**config.mk**
```make
export PLATFORM = sky130hd
export DESIGN_NAME = selection_sort_engine
export DESIGN_NICKNAME = d
export VERILOG_FILES = /design/src/hw/rtl/ssort_pkg.sv /design/src/hw/rtl/ssort_min_scan.sv /design/src/hw/rtl/selection_sort_engine.sv
export SDC_FILE = /design/constraint.sdc
export NUM_CORES = 2
export LEC_CHECK = 0
export BUFFER_PORTS_ARGS = -buffer_cell sky130_fd_sc_hd__buf_2
export CORE_ASPECT_RATIO = 1.75
export CORE_MARGIN = 3
export CORE_UTILIZATION = 39
export DETAILED_ROUTE_END_ITERATION = 8
export MAX_ROUTING_LAYER = met4
export PLACE_DENSITY = 0.56
export SYNTH_ARGS = -nofsm -noshare
export SYNTH_HDL_FRONTEND = slang
export SYNTH_HIERARCHICAL = 1
export SYNTH_SLANG_ARGS = --single-unit
```
**constraint.sdc**
```tcl
create_clock -name clock -period 8.5 [get_ports clock]
set_clock_uncertainty 0.05 [all_clocks]
set_input_delay 0.425 -clock clock [delete_from_list [all_inputs] [get_ports clock]]
set_output_delay 0.425 -clock clock [all_outputs]
set_load 0.05 [all_outputs]
```
**src/hw/rtl/ssort_pkg.sv**
```systemverilog
// Shared sizes and types for the selection sort engine.
package ssort_pkg;

   localparam int DEPTH      = 64;
   localparam int DATA_WIDTH = 32;
   localparam int IDX_W      = $clog2(DEPTH);
   localparam int CNT_W      = $clog2(DEPTH + 1);
   localparam int TDATA_W    = ((DATA_WIDTH + 7) / 8) * 8;

   // One store read returning from memory during a minimum scan.
   typedef struct packed {
      logic                  valid;
      logic [IDX_W-1:0]      idx;
      logic [DATA_WIDTH-1:0] data;
   } rd_beat_type;

   // Running result of the minimum scan for the current position.
   typedef struct packed {
      logic [DATA_WIDTH-1:0] best_val;
      logic [IDX_W-1:0]      best_idx;
      logic [DATA_WIDTH-1:0] pos_val;
   } min_result_type;

endpackage

```
**src/hw/rtl/ssort_min_scan.sv**
```systemverilog
// Running minimum tracker fed by store reads, first index wins on ties.
module ssort_min_scan
   import ssort_pkg::*;
(
   input  logic             clock,
   input  rd_beat_type      beat,
   input  logic [IDX_W-1:0] pos,
   output min_result_type   result
);

   min_result_type result_ff;
   min_result_type result_in;

   always_comb begin
      result_in = result_ff;
      if (beat.valid) begin
         if (beat.idx == pos) begin
            // first read of a scan is the entry at the current position
            result_in.best_val = beat.data;
            result_in.best_idx = beat.idx;
            result_in.pos_val  = beat.data;
         end else if ($signed(beat.data) < $signed(result_ff.best_val)) begin
            result_in.best_val = beat.data;
            result_in.best_idx = beat.idx;
         end
      end
   end

   always_ff @(posedge clock) begin
      result_ff <= result_in;
   end

   assign result = result_ff;

endmodule

```
**src/hw/rtl/selection_sort_engine.sv**
```systemverilog
// Selection sort engine: loads a list, sorts it in a local RAM, streams it out sorted.
// Load: one request per cycle while idle; the last one sorts, or emits if n < 2.
// Sort: for each position, scan the unsorted entries, one store read per cycle,
// through a single comparator, then swap the minimum into place with two writes.
// Emit: per result, a store read, then an output register load; held by back-pressure.
// Reset clears control state only; store contents stay undefined until written.
module selection_sort_engine
   import ssort_pkg::*;
(
   input  logic               clock,
   input  logic               reset,
   input  logic               req_tvalid,
   output logic               req_tready,
   input  logic [TDATA_W-1:0] req_tdata,   // [DATA_WIDTH-1:0] value
   input  logic               req_tlast,   // last_in
   output logic               rsp_tvalid,
   input  logic               rsp_tready,
   output logic [TDATA_W-1:0] rsp_tdata,   // [DATA_WIDTH-1:0] sorted_value
   output logic               rsp_tlast,   // last_out
   output logic [0:0]         rsp_tuser    // [0] overflow
);

   localparam logic [2:0] S_LOAD    = 3'd0;
   localparam logic [2:0] S_SCAN    = 3'd1;
   localparam logic [2:0] S_DRAIN   = 3'd2;
   localparam logic [2:0] S_SWAP_A  = 3'd3;
   localparam logic [2:0] S_SWAP_B  = 3'd4;
   localparam logic [2:0] S_EMIT_RD = 3'd5;
   localparam logic [2:0] S_EMIT_LD = 3'd6;

   logic [DATA_WIDTH-1:0] store_mem [DEPTH];
   logic [DATA_WIDTH-1:0] rdata_ff;

   logic [2:0]            state_ff, state_in;
   logic [CNT_W-1:0]      count_ff, count_in;
   logic [CNT_W-1:0]      n_ff, n_in;
   logic                  ovf_ff, ovf_in;
   logic [IDX_W-1:0]      pos_ff, pos_in;
   logic [IDX_W-1:0]      scan_ff, scan_in;
   logic [IDX_W-1:0]      k_ff, k_in;
   logic                  beat_valid_ff, beat_valid_in;
   logic [IDX_W-1:0]      beat_idx_ff, beat_idx_in;
   rd_beat_type           beat;

   logic                  rsp_valid_ff, rsp_valid_in;
   logic [DATA_WIDTH-1:0] out_val_ff, out_val_in;
   logic                  out_last_ff, out_last_in;
   logic                  out_ovf_ff, out_ovf_in;

   logic                  we;
   logic [IDX_W-1:0]      waddr;
   logic [DATA_WIDTH-1:0] wdata;
   logic [IDX_W-1:0]      raddr;
   logic                  rd_issue;

   logic                  req_fire;
   logic [CNT_W-1:0]      n_last;
   logic                  k_is_last;
   min_result_type        min_res;

   assign req_tready = (state_ff == S_LOAD);
   assign req_fire   = req_tvalid && req_tready;
   assign n_last     = n_ff - CNT_W'(1);
   assign k_is_last  = (CNT_W'(k_ff) == n_last);

   ssort_min_scan u_min_scan (
      .clock  (clock),
      .beat   (beat),
      .pos    (pos_ff),
      .result (min_res)
   );

   always_comb begin
      state_in     = state_ff;
      count_in     = count_ff;
      n_in         = n_ff;
      ovf_in       = ovf_ff;
      pos_in       = pos_ff;
      scan_in      = scan_ff;
      k_in         = k_ff;
      we           = 1'b0;
      waddr        = count_ff[IDX_W-1:0];
      wdata        = req_tdata[DATA_WIDTH-1:0];
      raddr        = scan_ff;
      rd_issue     = 1'b0;
      rsp_valid_in = rsp_valid_ff && !rsp_tready;
      out_val_in   = out_val_ff;
      out_last_in  = out_last_ff;
      out_ovf_in   = out_ovf_ff;

      unique case (state_ff)
         S_LOAD: begin
            if (req_fire) begin
               if (count_ff < CNT_W'(DEPTH)) begin
                  we       = 1'b1;
                  count_in = count_ff + CNT_W'(1);
               end else begin
                  ovf_in = 1'b1;
               end
               if (req_tlast) begin
                  n_in    = count_in;
                  pos_in  = '0;
                  scan_in = '0;
                  k_in    = '0;
                  state_in = (count_in > CNT_W'(1)) ? S_SCAN : S_EMIT_RD;
               end
            end
         end
         S_SCAN: begin
            raddr    = scan_ff;
            rd_issue = 1'b1;
            if (CNT_W'(scan_ff) == n_last) begin
               state_in = S_DRAIN;
            end else begin
               scan_in = scan_ff + IDX_W'(1);
            end
         end
         S_DRAIN: begin
            // last read of the scan lands in the tracker this cycle
            state_in = S_SWAP_A;
         end
         S_SWAP_A: begin
            we       = 1'b1;
            waddr    = pos_ff;
            wdata    = min_res.best_val;
            state_in = S_SWAP_B;
         end
         S_SWAP_B: begin
            we     = 1'b1;
            waddr  = min_res.best_idx;
            wdata  = min_res.pos_val;
            pos_in = pos_ff + IDX_W'(1);
            if ((CNT_W'(pos_ff) + CNT_W'(2)) < n_ff) begin
               scan_in  = pos_ff + IDX_W'(1);
               state_in = S_SCAN;
            end else begin
               k_in     = '0;
               state_in = S_EMIT_RD;
            end
         end
         S_EMIT_RD: begin
            raddr = k_ff;
            if (!rsp_valid_ff || rsp_tready) begin
               state_in = S_EMIT_LD;
            end
         end
         S_EMIT_LD: begin
            rsp_valid_in = 1'b1;
            out_val_in   = rdata_ff;
            out_last_in  = k_is_last;
            out_ovf_in   = ovf_ff;
            if (k_is_last) begin
               count_in = '0;
               ovf_in   = 1'b0;
               state_in = S_LOAD;
            end else begin
               k_in     = k_ff + IDX_W'(1);
               state_in = S_EMIT_RD;
            end
         end
         default: begin
            state_in = S_LOAD;
         end
      endcase

      beat_valid_in = rd_issue;
      beat_idx_in   = raddr;
   end

   // Store: one write port, one registered read port.
   always_ff @(posedge clock) begin
      if (we) begin
         store_mem[waddr] <= wdata;
      end
      rdata_ff <= store_mem[raddr];
   end

   always_ff @(posedge clock) begin
      if (reset) begin
         state_ff      <= S_LOAD;
         count_ff      <= '0;
         ovf_ff        <= 1'b0;
         rsp_valid_ff  <= 1'b0;
         beat_valid_ff <= 1'b0;
      end else begin
         state_ff      <= state_in;
         count_ff      <= count_in;
         ovf_ff        <= ovf_in;
         rsp_valid_ff  <= rsp_valid_in;
         beat_valid_ff <= beat_valid_in;
      end
   end

   always_ff @(posedge clock) begin
      n_ff         <= n_in;
      pos_ff       <= pos_in;
      scan_ff      <= scan_in;
      k_ff         <= k_in;
      beat_idx_ff  <= beat_idx_in;
      out_val_ff   <= out_val_in;
      out_last_ff  <= out_last_in;
      out_ovf_ff   <= out_ovf_in;
   end

   // read data joins the beat in the cycle after the address
   assign beat = {beat_valid_ff, beat_idx_ff, rdata_ff};

   assign rsp_tvalid   = rsp_valid_ff;
   assign rsp_tdata    = TDATA_W'(out_val_ff);
   assign rsp_tlast    = out_last_ff;
   assign rsp_tuser[0] = out_ovf_ff;

`ifndef ASSERT_OFF
   a_count_bound: assert property (@(posedge clock) disable iff (reset)
      count_ff <= CNT_W'(DEPTH))
      else $error("element count exceeds store depth");

   a_ovf_full: assert property (@(posedge clock) disable iff (reset)
      ovf_ff |-> (count_ff == CNT_W'(DEPTH)))
      else $error("overflow flagged while store not full");

   a_swap_range: assert property (@(posedge clock) disable iff (reset)
      (state_ff == S_SWAP_A) |-> ((min_res.best_idx >= pos_ff)
                                  && (CNT_W'(min_res.best_idx) < n_ff)))
      else $error("minimum index outside unsorted range");

   a_out_free: assert property (@(posedge clock) disable iff (reset)
      (state_ff == S_EMIT_LD) |-> !rsp_valid_ff)
      else $error("output register overwritten while holding a result");

   a_emit_after_rd: assert property (@(posedge clock) disable iff (reset)
      (state_ff == S_EMIT_LD) |-> ($past(state_ff) == S_EMIT_RD))
      else $error("output loaded without a store read");
`endif

endmodule
```
==> reports/summary.log <==
qor: outcome.status complete, no violations
qor: power.power.share.combinational 32.8%
qor: grt.via_count_of_the_first_global_routing_pass 54.15k
qor: grt.antenna_found_initial 24
qor: worst_setup_path.critPathMaxFanout 49
qor: worst_setup_path.cp.arrival 6.37 ns
qor: clock_tree.cts_sinks 2,228
qor: detailed_routing.drt-wirelength-per-cell 31.76 um
qor: synthesis.async_flop_share 0%
qor: placement.port_buffers 72
qor: power.netSwitchingFraction 35.41%
qor: power.power_leakage 34.33 nW
qor: power.report.power.total 33.69 mW
qor: clock_tree.clkTransAtPathRegs 0.07 ns
qor: clock_tree.clockRootBuffer sky130_fd_sc_hd__clkbuf_16
qor: final_layout.fillers 20.77k
qor: placement.gp_routability_congestion 0.8996
qor: final_layout.final_cells 9,285
qor: power.internal_power_of_the_cells 21.76 mW
qor: clock_tree.post_cts.resized_instances 0
qor: sta.timing_max_transition_violations_final 0
qor: final_layout.finish.utilization 44.23%
qor: sta.final_min_period_over_clock_period 67.51%
qor: final_layout.area.sequential 0.06639 mm2
qor: detailed_routing.detailroute.via_count 54.63k
qor: clock_tree.h-tree-depth 4
qor: final_layout.final_net_count 6,080
qor: synthesis.synthesis.area 0.09316 mm2
qor: placement.placedCellCount 8,893
qor: detailed_routing.routed_wirelength 294,900 um
qor: sta.timing.slew.headroom 8.495%
qor: worst_setup_path.timing.setup.critical_path_class register to register
qor: power.sequential_power_share 40.9%
qor: detailed_routing.drcViolationCount 0
qor: die.die_width 375.5 um
qor: sta.tns_setup 0 ns
qor: sta.worstMarginPinSlew 1.334 ns
qor: synthesis.ys.warnings.count 6
qor: sta.timing_hold_violations_final 0
qor: min_path.hold_path.class input port to register
qor: power.irDropWorstVdd 0.0002520 V
qor: grt.grt_first_pass_wirelength 411,400 um
qor: grt.gr-total-overflow 0
qor: power.p_per_area 321.6 mW/mm2
qor: sta.rsz0062_at_grt false
qor: synthesis.postSynthNetCount 5,998
qor: run.maxCapViolCount 0
qor: die.core_box_area 0.2368 mm2
qor: synthesis.synth-edff-count 2,177
qor: clock_tree.clock_path_buffers 4
qor: synthesis.seq_area_frac_synth 71.27%
qor: placement.dp_hpwl 171,200 um
qor: die.design.die.area 0.2450 mm2
qor: final_layout.drive_gt1_share 22.51%
qor: detailed_routing.vias_per_cell 5.883
qor: detailed_routing.drtPass1Iterations 6
qor: grt.gr-usage-all-layers 24.20%
qor: final_layout.multi_input_comb_area 0.02588 mm2
qor: clock_tree.clk_latency 0.85 ns
qor: clock_tree.setup_fix_buffers_added_after_clock_tree_synthesis 0
qor: final_layout.area_growth_syn_to_layout 12.43%
qor: sta.min_period 5.738 ns
qor: synthesis.synth-seq-cells 2,228
qor: synthesis.synth_flop_cell sky130_fd_sc_hd__edfxtp_1
qor: grt.largest_net_degree_at_the_start_of_global_routing 181
qor: synthesis.postSynthCellCount 5,918
qor: die.chipHeight 652.6 um
qor: synthesis.synth.distinct_cells 72
qor: die.ios 73
qor: sta.fmax 174.3 MHz
qor: worst_setup_path.worst_ep_required_time 9.13 ns
qor: clock_tree.cts_buffers 196
qor: detailed_routing.drtIter0Drc 5,694
qor: worst_setup_path.crit_path_start_kind register
qor: clock_tree.tritoncts yes
qor: detailed_routing.antenna_violating_nets_post_route 0
qor: synthesis.postSynthAreaPerCell 15.74 um2
qor: die.num_rows 236
qor: power.clock_power_share 26.3%
qor: sta.setup_viol_count_final 0
qor: power.power.switching 11.93 mW
qor: die.start_util 39.34%
qor: worst_setup_path.critical_path.endpoint_type register
qor: clock_tree.cts-hold-fix-buffers 3
==> synth_stat cells, drive strengths merged (8+ instances only) <==
| library cell | count | share of area [%] |
|---|---|---|
| edfxtp | 2177 | 70 |
| a21oi | 177 | 0.95 |
| o211a | 63 | 0.68 |
| nor2b | 202 | 1.4 |
| a211oi | 101 | 0.81 |
| nand4 | 8 | 0.067 |
| nand3 | 36 | 0.19 |
| o22ai | 69 | 0.46 |
| nor4 | 30 | 0.23 |
| o311a | 34 | 0.37 |
| xnor2 | 21 | 0.20 |
| ha | 43 | 0.58 |
| and3 | 112 | 0.75 |
| nor2 | 101 | 0.41 |
| dfxtp | 51 | 1.1 |
| o21ai | 239 | 1.3 |
| mux2 | 676 | 8.2 |
| nor4b | 34 | 0.32 |
| buf | 134 | 0.71 |
| inv | 49 | 0.20 |
| nand2b | 172 | 1.2 |
| a22oi | 129 | 1.0 |
| mux2i | 168 | 1.8 |
| nor3b | 38 | 0.31 |
| xor2 | 17 | 0.16 |
| clkbuf | 268 | 1.1 |
| a2111oi | 96 | 0.90 |
| a22o | 8 | 0.075 |
| nand2 | 265 | 1.1 |
| a222oi | 128 | 1.4 |
| and2 | 202 | 1.4 |
==> power groups by stage <==
stage	clock [mW]	sequential, mW	combinational (mW)
floorplan	0	13.7	6.20
global placement	0	14.0	10.8
detailed placement	0	14.0	11.0
CTS	8.98	13.8	11.1
global route	9.35	13.8	11.5
finish	8.84	13.8	11.1
==> layer usage <==
metal | vias up | routed length [um] | global-route usage [%]
li1 | 23420 | - | -
met1 | 28640 | 109000 | 27.38
met2 | 2027 | 152400 | 42.13
met3 | 540 | 16080 | 2.563
met4 | 0 | 17410 | 13.04
met5 | - | 0 | -
==> cells in the final DEF (no fill, tap or decap), types with 34 or more instances in the layout <==
cell                        instances
sky130_fd_sc_hd__a2111oi_0         70
sky130_fd_sc_hd__a211oi_1         101
sky130_fd_sc_hd__a21oi_1          177
sky130_fd_sc_hd__a222oi_1         128
sky130_fd_sc_hd__a22oi_1          129
sky130_fd_sc_hd__and2_1           200
sky130_fd_sc_hd__and3_1           112
sky130_fd_sc_hd__buf_2             73
sky130_fd_sc_hd__buf_4            194
sky130_fd_sc_hd__clkbuf_1          34
sky130_fd_sc_hd__clkbuf_16        199
sky130_fd_sc_hd__clkinv_1          50
sky130_fd_sc_hd__clkinv_2          36
sky130_fd_sc_hd__dfxtp_1           51
sky130_fd_sc_hd__diode_2           38
sky130_fd_sc_hd__edfxtp_1        2177
sky130_fd_sc_hd__ha_1              43
sky130_fd_sc_hd__inv_1             48
sky130_fd_sc_hd__mux2_2           668
sky130_fd_sc_hd__mux2i_1          163
sky130_fd_sc_hd__nand2_1          231
sky130_fd_sc_hd__nand2b_1         172
sky130_fd_sc_hd__nand3_1           36
sky130_fd_sc_hd__nor2_1            35
sky130_fd_sc_hd__nor2_4            65
sky130_fd_sc_hd__nor2b_1          200
sky130_fd_sc_hd__nor3b_1           35
sky130_fd_sc_hd__o211a_1           63
sky130_fd_sc_hd__o21ai_0          239
sky130_fd_sc_hd__o22ai_1           69
sky130_fd_sc_hd__o311a_1           34
==> critical path, stage by stage (launching register included) <==
cell	delay (ns)
sky130_fd_sc_hd__dfxtp_1	0.74
sky130_fd_sc_hd__nand3b_4	0.70
sky130_fd_sc_hd__mux2i_4	0.44
sky130_fd_sc_hd__buf_12	0.22
sky130_fd_sc_hd__inv_6	0.55
sky130_fd_sc_hd__buf_4	0.66
sky130_fd_sc_hd__nor2_4	0.25
sky130_fd_sc_hd__buf_4	0.43
sky130_fd_sc_hd__a222oi_1	0.37
sky130_fd_sc_hd__nor4b_2	0.80
sky130_fd_sc_hd__nor4_1	0.13
==> flip-flops by register name, indices dropped and copies added (netlist names) <==
signal	count
store_mem	2048
pos_ff	6
count_ff	7
beat_idx_ff	6
rsp_tvalid	1
rsp_tuser	1
rsp_tdata	32
scan_ff	6
n_ff	7
ovf_ff	1
state_ff	3
u_min_scan/result	70
beat_valid_ff	1
rsp_tlast	1
k_ff	6
rdata_ff	32
==> layout make-up <==
cell class / count / area share, %
Clock buffer: 236 / 4.915
Inverter: 50 / 0.1840
Multi-Input combinational cell: 3238 / 24.71
Clock inverter: 115 / 0.9652
Tap cell: 3094 / 3.696
Antenna cell: 38 / 0.09078
Timing Repair Buffer: 286 / 2.057
Sequential cell: 2228 / 63.39
==> path summary, 6_finish.rpt <==
kind                                                from  slack [ns]                              end  cells after the start
worst max-delay path            state_ff[0]$_SDFFE_PP0P_        2.76             rdata_ff[22]$_DFF_P_                     10
worst min-delay path                          req_tvalid        0.11         count_ff[3]$_SDFFE_PP0P_                      4
worst max register to register  state_ff[0]$_SDFFE_PP0P_        2.76             rdata_ff[22]$_DFF_P_                     10
worst min register to register    beat_idx_ff[1]$_DFF_P_        0.40  u_min_scan/result[33]$_DFFE_PP_                      0
==> stage by stage <==
step	hold WS (ns)	setup slack, ns	area [um2]
2_1_floorplan	0.3586	1.788	93160
3_3_place_gp	0.3844	1.418	98260
3_5_place_dp	0.3889	2.646	98460
4_1_cts	0.05071	2.622	104600
5_1_grt	0.1209	2.509	104700
6_report	0.1071	2.762	104700
==> kinds of logic after synthesis <==
logic type               share of synthesized area [%]
AO/OA/AOI/OAI                                    8.238
adder cells (fa/ha/maj)                         0.5775
flip-flops                                       71.27
buffers and inverters                            1.997
XOR/XNOR                                        0.4540
multiplexers                                     9.980
AND/OR/NAND/NOR                                  7.486
No activity file was read; power rests on OpenSTA's default activity.
